--- src/rtl/core/lsp_pkg.sv ---
package lsp_pkg;

   localparam int REFRACT_ENTRIES = 184;
   localparam int REFR_IDX_W      = 8;
   localparam int ANG_W           = 16;
   localparam int TRIG_W          = 18;
   localparam int DIM_W           = 14;
   localparam int SCALE_W         = 28;
   localparam int COORD_W         = 24;
   localparam int DEN_W           = 32;
   localparam int QUO_W           = 34;
   localparam int ROOT_W          = 17;
   localparam int CSR_IDX_W       = 3;
   localparam int CSR_DATA_W      = 28;
   localparam int SINCOS_LAT      = 4;
   localparam int KROOT_LAT       = QUO_W + ROOT_W;

   localparam int SIN_A = 51472;
   localparam int SIN_B = 21024;
   localparam int SIN_C = 2320;

   localparam logic [CSR_IDX_W-1:0] CSR_CENTER_LON      = 3'd0;
   localparam logic [CSR_IDX_W-1:0] CSR_CENTER_LAT      = 3'd1;
   localparam logic [CSR_IDX_W-1:0] CSR_SCREEN_WIDTH    = 3'd2;
   localparam logic [CSR_IDX_W-1:0] CSR_SCREEN_HEIGHT   = 3'd3;
   localparam logic [CSR_IDX_W-1:0] CSR_PIXEL_SCALE     = 3'd4;
   localparam logic [CSR_IDX_W-1:0] CSR_HORIZONTAL_MODE = 3'd5;
   localparam logic [CSR_IDX_W-1:0] CSR_REFRACTION_ON   = 3'd6;

   typedef logic signed [TRIG_W-1:0] trig_type;

   typedef struct packed {
      trig_type sin_val;
      trig_type cos_val;
   } sincos_type;

   typedef struct packed {
      logic [ANG_W-1:0]        point_lon;
      logic signed [ANG_W-1:0] point_lat;
   } req_type;

   typedef struct packed {
      logic signed [COORD_W-1:0] screen_x;
      logic signed [COORD_W-1:0] screen_y;
      logic                      visible;
   } rsp_type;

   typedef logic [15:0] rom_type [REFRACT_ENTRIES];

   function automatic longint sin_ref(longint a);
      longint s;
      longint m;
      longint z2;
      longint inner;
      longint mid;
      longint r;
      s = a & 65535;
      if (s >= 32768) s = s - 65536;
      if (s > 16384) s = 32768 - s;
      else if (s < -16384) s = -32768 - s;
      m = (s < 0) ? -s : s;
      z2 = (m * m + 8192) >>> 14;
      inner = SIN_B - ((z2 * SIN_C + 8192) >>> 14);
      mid = SIN_A - ((z2 * inner + 8192) >>> 14);
      r = (m * mid + 8192) >>> 14;
      return (s < 0) ? -r : r;
   endfunction

   // shift and subtract quotient of two non-negative values
   function automatic longint udiv_ref(longint n, longint d);
      longint q;
      longint r;
      q = 0;
      r = 0;
      for (int b = 62; b >= 0; b--) begin
         r = (r << 1) | ((n >>> b) & 1);
         if (r >= d) begin
            r = r - d;
            q = q | (longint'(1) << b);
         end
      end
      return q;
   endfunction

   // correction for altitude -1.75 + 0.5 * i degrees
   function automatic rom_type build_rom();
      rom_type rom;
      longint am;
      longint den;
      longint hm;
      longint hba;
      longint sn;
      longint cs;
      longint corr;
      for (int i = 0; i < REFRACT_ENTRIES; i++) begin
         am = -1750 + 500 * longint'(i);
         den = am + 5110;
         hm = am + udiv_ref(10300000 + den / 2, den);
         hba = (hm * 65536 + 180000) / 360000;
         sn = sin_ref(hba);
         cs = sin_ref(hba + 16384);
         corr = 0;
         if (sn > 0 && cs >= 0) corr = udiv_ref(cs * 50704 + sn * 8192, sn * 16384);
         if (corr > 65535) corr = 65535;
         rom[i] = corr[15:0];
      end
      return rom;
   endfunction

   localparam rom_type REFR_ROM = build_rom();

endpackage

--- src/rtl/core/lsp_sincos.sv ---
module lsp_sincos (
   input  logic                         clock,
   input  logic                         enable,
   input  logic [lsp_pkg::ANG_W-1:0]    angle,
   output lsp_pkg::sincos_type          result
);

   localparam int SIN_C_W = lsp_pkg::SIN_C;

   logic [14:0] m_ff [2][3];
   logic        neg_ff [2][3];
   logic [14:0] z2_ff [2][2];
   logic [14:0] inner_ff [2];
   logic [15:0] mid_ff [2];
   lsp_pkg::trig_type res_ff [2];

   logic [14:0] m_in [2];
   logic        neg_in [2];
   logic [14:0] z2_in [2];
   logic [14:0] inner_in [2];
   logic [15:0] mid_in [2];
   lsp_pkg::trig_type res_in [2];

   always_comb begin
      logic [15:0]        ang;
      logic signed [17:0] s;
      logic signed [17:0] f;
      logic [17:0]        mag;
      logic [28:0]        p1;
      logic [25:0]        p2;
      logic [29:0]        p3;
      logic [30:0]        p4;
      logic signed [17:0] r;
      for (int g = 0; g < 2; g++) begin
         ang = (g == 0) ? angle : angle + 16'd16384;
         s = 18'($signed(ang));
         if (s > 18'sd16384) f = 18'sd32768 - s;
         else if (s < -18'sd16384) f = -18'sd32768 - s;
         else f = s;
         neg_in[g] = f[17];
         mag = f[17] ? 18'(-f) : 18'(f);
         m_in[g] = mag[14:0];
         p1 = 29'(m_in[g]) * 29'(m_in[g]) + 29'd8192;
         z2_in[g] = p1[28:14];
         p2 = 26'(z2_ff[g][0]) * 26'(SIN_C_W) + 26'd8192;
         inner_in[g] = 15'(lsp_pkg::SIN_B) - {3'b000, p2[25:14]};
         p3 = 30'(z2_ff[g][1]) * 30'(inner_ff[g]) + 30'd8192;
         mid_in[g] = 16'(lsp_pkg::SIN_A) - p3[29:14];
         p4 = 31'(m_ff[g][2]) * 31'(mid_ff[g]) + 31'd8192;
         r = {1'b0, p4[30:14]};
         res_in[g] = neg_ff[g][2] ? -r : r;
      end
   end

   always_ff @(posedge clock) begin
      if (enable) begin
         for (int g = 0; g < 2; g++) begin
            m_ff[g][0]   <= m_in[g];
            m_ff[g][1]   <= m_ff[g][0];
            m_ff[g][2]   <= m_ff[g][1];
            neg_ff[g][0] <= neg_in[g];
            neg_ff[g][1] <= neg_ff[g][0];
            neg_ff[g][2] <= neg_ff[g][1];
            z2_ff[g][0]  <= z2_in[g];
            z2_ff[g][1]  <= z2_ff[g][0];
            inner_ff[g]  <= inner_in[g];
            mid_ff[g]    <= mid_in[g];
            res_ff[g]    <= res_in[g];
         end
      end
   end

   assign result.sin_val = res_ff[0];
   assign result.cos_val = res_ff[1];

endmodule

--- config.mk ---
export PLATFORM = sky130hd
export DESIGN_NAME = lsp_sincos
export DESIGN_NICKNAME = d
export VERILOG_FILES = /design/src/rtl/core/lsp_pkg.sv /design/src/rtl/core/lsp_sincos.sv
export SDC_FILE = /design/constraint.sdc
export NUM_CORES = 2
export LEC_CHECK = 0
export ABC_AREA = 0
export BUFFER_PORTS_ARGS = -buffer_cell sky130_fd_sc_hd__buf_2
export CORE_MARGIN = 4
export CORE_UTILIZATION = 60
export DETAILED_ROUTE_END_ITERATION = 10
export GPL_ROUTABILITY_DRIVEN = 1
export HOLD_SLACK_MARGIN = 0.08
export PLACE_DENSITY = 0.76
export SYNTH_ARGS = -nofsm -noshare
export SYNTH_HDL_FRONTEND = slang
export SYNTH_SLANG_ARGS = --single-unit
--- constraint.sdc ---
create_clock -name clock -period 16.5 [get_ports clock]
set_input_delay 4.95 -clock clock [delete_from_list [all_inputs] [get_ports clock]]
set_output_delay 4.95 -clock clock [all_outputs]
set_load 0.005 [all_outputs]
== After elaboration in Yosys (flattened, before gate mapping) ==
Memories as Yosys holds them, arrays and structs flattened.
Cells that the tools add are included.
Cells by class
  multiplexer cells: 10
  multipliers: 8
  add/sub/neg operators: 21
  order comparisons: 4
Operators with widths (number)
  2-to-1 mux 18 bit: 6
  adder 31 x 14 -> 31 bit, second input constant: 2
  multiplier 15 x 16 -> 31 bit: 2
  adder 30 x 14 -> 30 bit, second input constant: 2
  multiplier 15 x 15 -> 30 bit: 2
  adder 29 x 14 -> 29 bit, second input constant: 2
  multiplier 15 x 15 -> 29 bit: 2
  adder 26 x 14 -> 26 bit, second input constant: 2
  multiplier 15 x 8 -> 22 bit, second input constant: 2
  negation 17 -> 18 bit: 2
  subtractor 17 x 16 -> 18 bit, first input constant: 2
  subtractor 16 x 16 -> 17 bit, first input constant: 2
  > comparator 16 bit, second input constant: 2
  < comparator 16 x 15 -> 1 bit, second input constant: 2
  subtractor 16 bit, first input constant: 2
  2-to-1 mux 15 bit: 2
  negation 15 bit: 2
  subtractor 15 x 12 -> 15 bit, first input constant: 2
  adder 16 x 15 -> 16 bit, second input constant: 1
  2-to-1 mux 1 bit: 2
Storage, ports and cells
  input bits: 18
  bits in writable memories: 254
  word-level logic and storage cells: 49
  memories kept: 6
  register bits: 0
  output and inout bits: 36
Memory list
  m_ff: depth 2, bits a word 45, rd ports 2, clocked after Yosys merged registers in 0, write ports 2, RTL line lsp_sincos.sv:10  | logic [14:0] m_ff [2][3];
  z2_ff: depth 2, bits a word 30, rd ports 2, clocked after Yosys merged registers in 0, write ports 2, RTL line lsp_sincos.sv:12  | logic [14:0] z2_ff [2][2];
  res_ff: depth 2, bits a word 18, rd ports 2, clocked after Yosys merged registers in 0, write ports 2, RTL line lsp_sincos.sv:15  | lsp_pkg::trig_type res_ff [2];
  mid_ff: depth 2, bits a word 16, rd ports 2, clocked after Yosys merged registers in 0, write ports 2, RTL line lsp_sincos.sv:14  | logic [15:0] mid_ff [2];
  inner_ff: depth 2, bits a word 15, rd ports 2, clocked after Yosys merged registers in 0, write ports 2, RTL line lsp_sincos.sv:13  | logic [14:0] inner_ff [2];
  neg_ff: depth 2, bits a word 3, rd ports 2, clocked after Yosys merged registers in 0, write ports 2, RTL line lsp_sincos.sv:11  | logic neg_ff [2][3];

== Logic depth before layout (Yosys ltp) ==
  depth in word-level cells: 8
  depth in mapped cells: 43
  depth with buffers taken out: 38

== Least setup slack after synthesis ==
No wires, ideal clock.
  path type: input to register
  from: in angle[0] in the netlist's numbering
  to: mem z2_ff[1][29] in the netlist's numbering, data pin
  required time: 16240 ps
  path buffers: 4
  stages: 39
  library setup time: 260 ps
  setup slack: 2377 ps
  arrival: 13864 ps
  cell sequence: clkbuf_1 clkinv_1 ha_1 clkbuf_2 nor2b_1 buf_2 and4_1 buf_6 a21boi_2 o21ai_0 xnor2_1 nor2b_1 a31o_2 xor2_1 clkinv_1 nand2_1 inv_1 ha_1 [... 3 more ...] fa_1 fa_1 fa_1 inv_1 fa_1 inv_1 ha_1 a21oi_1 o221ai_1 a221o_1 a22oi_1 o21ai_0 a311o_1 a2111oi_2 nor3_1 a211o_1 a21oi_2 xnor2_1
RTL lines
  start, declared: RTL line lsp_sincos.sv:4  | input logic [lsp_pkg::ANG_W-1:0] angle,
  end, declared: RTL line lsp_sincos.sv:12

==> run metrics <==
Post-Route Setup TNS=0 ps; Worst Hold Class=flop to flop; clk sinks=around 250; vias per cell=5.55; Antenna Nets Post-Route=0; I/O pin total=54; Placed Area=roughly 56000 µm²; period utilisation layout=89.7%; Avg Inst Size Synth=between 9 and 10 µm²; largest net degree at the start of global routing=139; Worst Path Required=16800 ps; Port Buf Inserts=53; Tot GR Track Use=between 20% and 30%; critical path class=primary input to flop; Post-Place Setup Slack=1260 ps; synth cell count leaders=inv_1, fa_1, nand2_1, ha_1, and2_1; fraction of layout cells with a size suffix above 1=roughly 3.8%; CP dominant cell by count=fa_1; Netlist Area Pre-Place=roughly 55000 µm²; max_slew headroom=between 20% and 30%; cells after synthesis=between 5000 and 6000; skew final=roughly 24 ps; CTS tree=yes; Syn Nets=~7500; CP startpoint kind=primary input; Clock transition at path regs=around 60 ps; Synth Register Bits=247; drt initial violations=approximately 2200; Area Overhead vs Synth=4.29%; number of enable flip-flop cells after synthesis=roughly 250; WHS=between 400 and 500 ps; Crit. End Element=flop; # hold bufs at CTS=0; Synth area leader=fa_1; max-cap violation count=0; DRT Pass-1 Iters=6; fmax=just under 0.07 GHz; sequential element share of the synthesized area=between 10% and 20%; worst skew pair latency=between 500 and 600 ps; Root Driver=clkbuf_16; fin crit period=14800 ps; CP max stage cell=clkinv_1; setup ws final=about 1700 ps; design area=57500 µm²; commonest register cell after synthesis=edfxtp_1; Die ar.=approximately 97000 µm²; status=finished, final reports clean; Final Hold Viols=0; Routed WL per cell=~17 µm; Via Count=a little under 40000; Critical Path AT=~15000 ps; max-slew violations=0; vias in the first global route=around 41000; synth warn=0; worst-margin pin slew=~1000 ps; TritonCTS buffer count=34; nets=approximately 7400; CP max FO=14; top cells by area, synth=fa_1, ha_1, edfxtp_1, inv_1, nand2_1; Final setup viols=0; Post-synth ARST share=0%; area share of the largest cell type after synthesis=34.7%; DPL Wire Length=about 94 mm; H-tree levels=2; global route overflow=0; CP max stage delay=590 ps; filler cell count=7334; setup bufs post-CTS=0; unrepaired setup endpoints after global routing=false; initial antenna violation count=2; Detailed Route WL=between 100 and 150 mm; Clock Path Buffers=3; FP Rows=110; Placeable Area=approximately 90000 µm²; DRC=0; number of diodes=0; Initial Util=between 60% and 70%; Die W=~310 µm; CTS resizes=0; die height=311 µm; most common cell in the netlist=inv_1; Netlist cell types=roughly 110; first-pass GRT wire length=between 200 and 250 mm; gpl congestion=roughly 0.87
per-stage QoR:
stage          utilization (%)  std cells
2_1_floorplan                -       5798
3_3_place_gp              62.2       6868
3_5_place_dp              62.2       6868
4_1_cts                   63.5       6930
5_1_grt                   63.5       6930
6_report                  63.5       6930
layout make-up:
type	instances	area (µm²)	share of cell area (%)
Timing Repair Buffer	72	430	0.749
Inverter	1273	4780	8.32
Clock buffer	35	855	1.49
Sequential cell	247	7420	12.9
Clock inverter	27	288	0.501
Tap cell	1176	1470	2.56
Multi-Input combinational cell	4100	42200	73.5
final timing paths:
check | startpoint | endpoint | slack [ps] | cells past startpoint
worst max-delay path | angle[0] | z2_ff[1][29]$_DFFE_PP_ | 1700 | 37
worst min-delay path | m_ff[0][36]$_DFFE_PP_ | m_ff[0][21]$_DFFE_PP_ | 410 | 0
worst max register to register | inner_ff[0][16]$_DFFE_PP_ | mid_ff[0][31]$_DFFE_PP_ | 8450 | 22
worst min register to register | m_ff[0][36]$_DFFE_PP_ | m_ff[0][21]$_DFFE_PP_ | 410 | 0
flip-flops by register name (all words and copies together) (netlist names):
signal / count
m_ff: 87
z2_ff: 60
res_ff: 36
mid_ff: 32
inner_ff: 26
neg_ff: 6
layer usage:
layer / routed length, µm / global-route usage, % / vias up
met3: 7770 / 4.14 / 194
met2: 55900 / 42.4 / 1135
li1: - / - / 17900
met1: 49900 / 33.4 / 19200
met5: 0 / 0 / -
met4: 2350 / 5.74 / 0
cell usage in the layout (no fill, tap or decap), types with 25 or more instances in the layout:
cell type | synthesis | routed
xor2_1 | 90 | 90
nand3_1 | 39 | 39
clkbuf_16 | 0 | 34
buf_2 | 8 | 52
a21oi_1 | 104 | 104
xnor2_1 | 170 | 170
nor3_1 | 45 | 44
ha_1 | 732 | 732
fa_1 | 954 | 954
and2_1 | 394 | 394
o21a_1 | 36 | 36
a21o_1 | 54 | 54
nand2_1 | 764 | 764
edfxtp_1 | 247 | 247
inv_1 | 1259 | 1259
nor2_1 | 191 | 191
o21ai_0 | 89 | 89
nor2b_1 | 25 | 25
nand4_1 | 27 | 27
worst max-delay path, delay by kind of cell:
family,cells,cell delay [ps]
AOI/OAI and AO/OA,12,3060
xor gates and xnor gates,3,770
adders and majority gates,8,3480
buffers and inverters,8,1400
and+or+nand+nor,6,1400
cell families after synthesis:
kind of cell | share of synthesized area [%]
AND/OR/NAND/NOR | 14.2
XOR/XNOR | 4.37
flip-flops | 13.5
buffers and inverters | 9.92
adder cells (fa/ha/maj) | 51.3
AO/OA/AOI/OAI | 6.39
multiplexers | 0.286
Power is not shown: default switching activity piles up to over one toggle a cycle in this logic, so the estimate is an artifact.
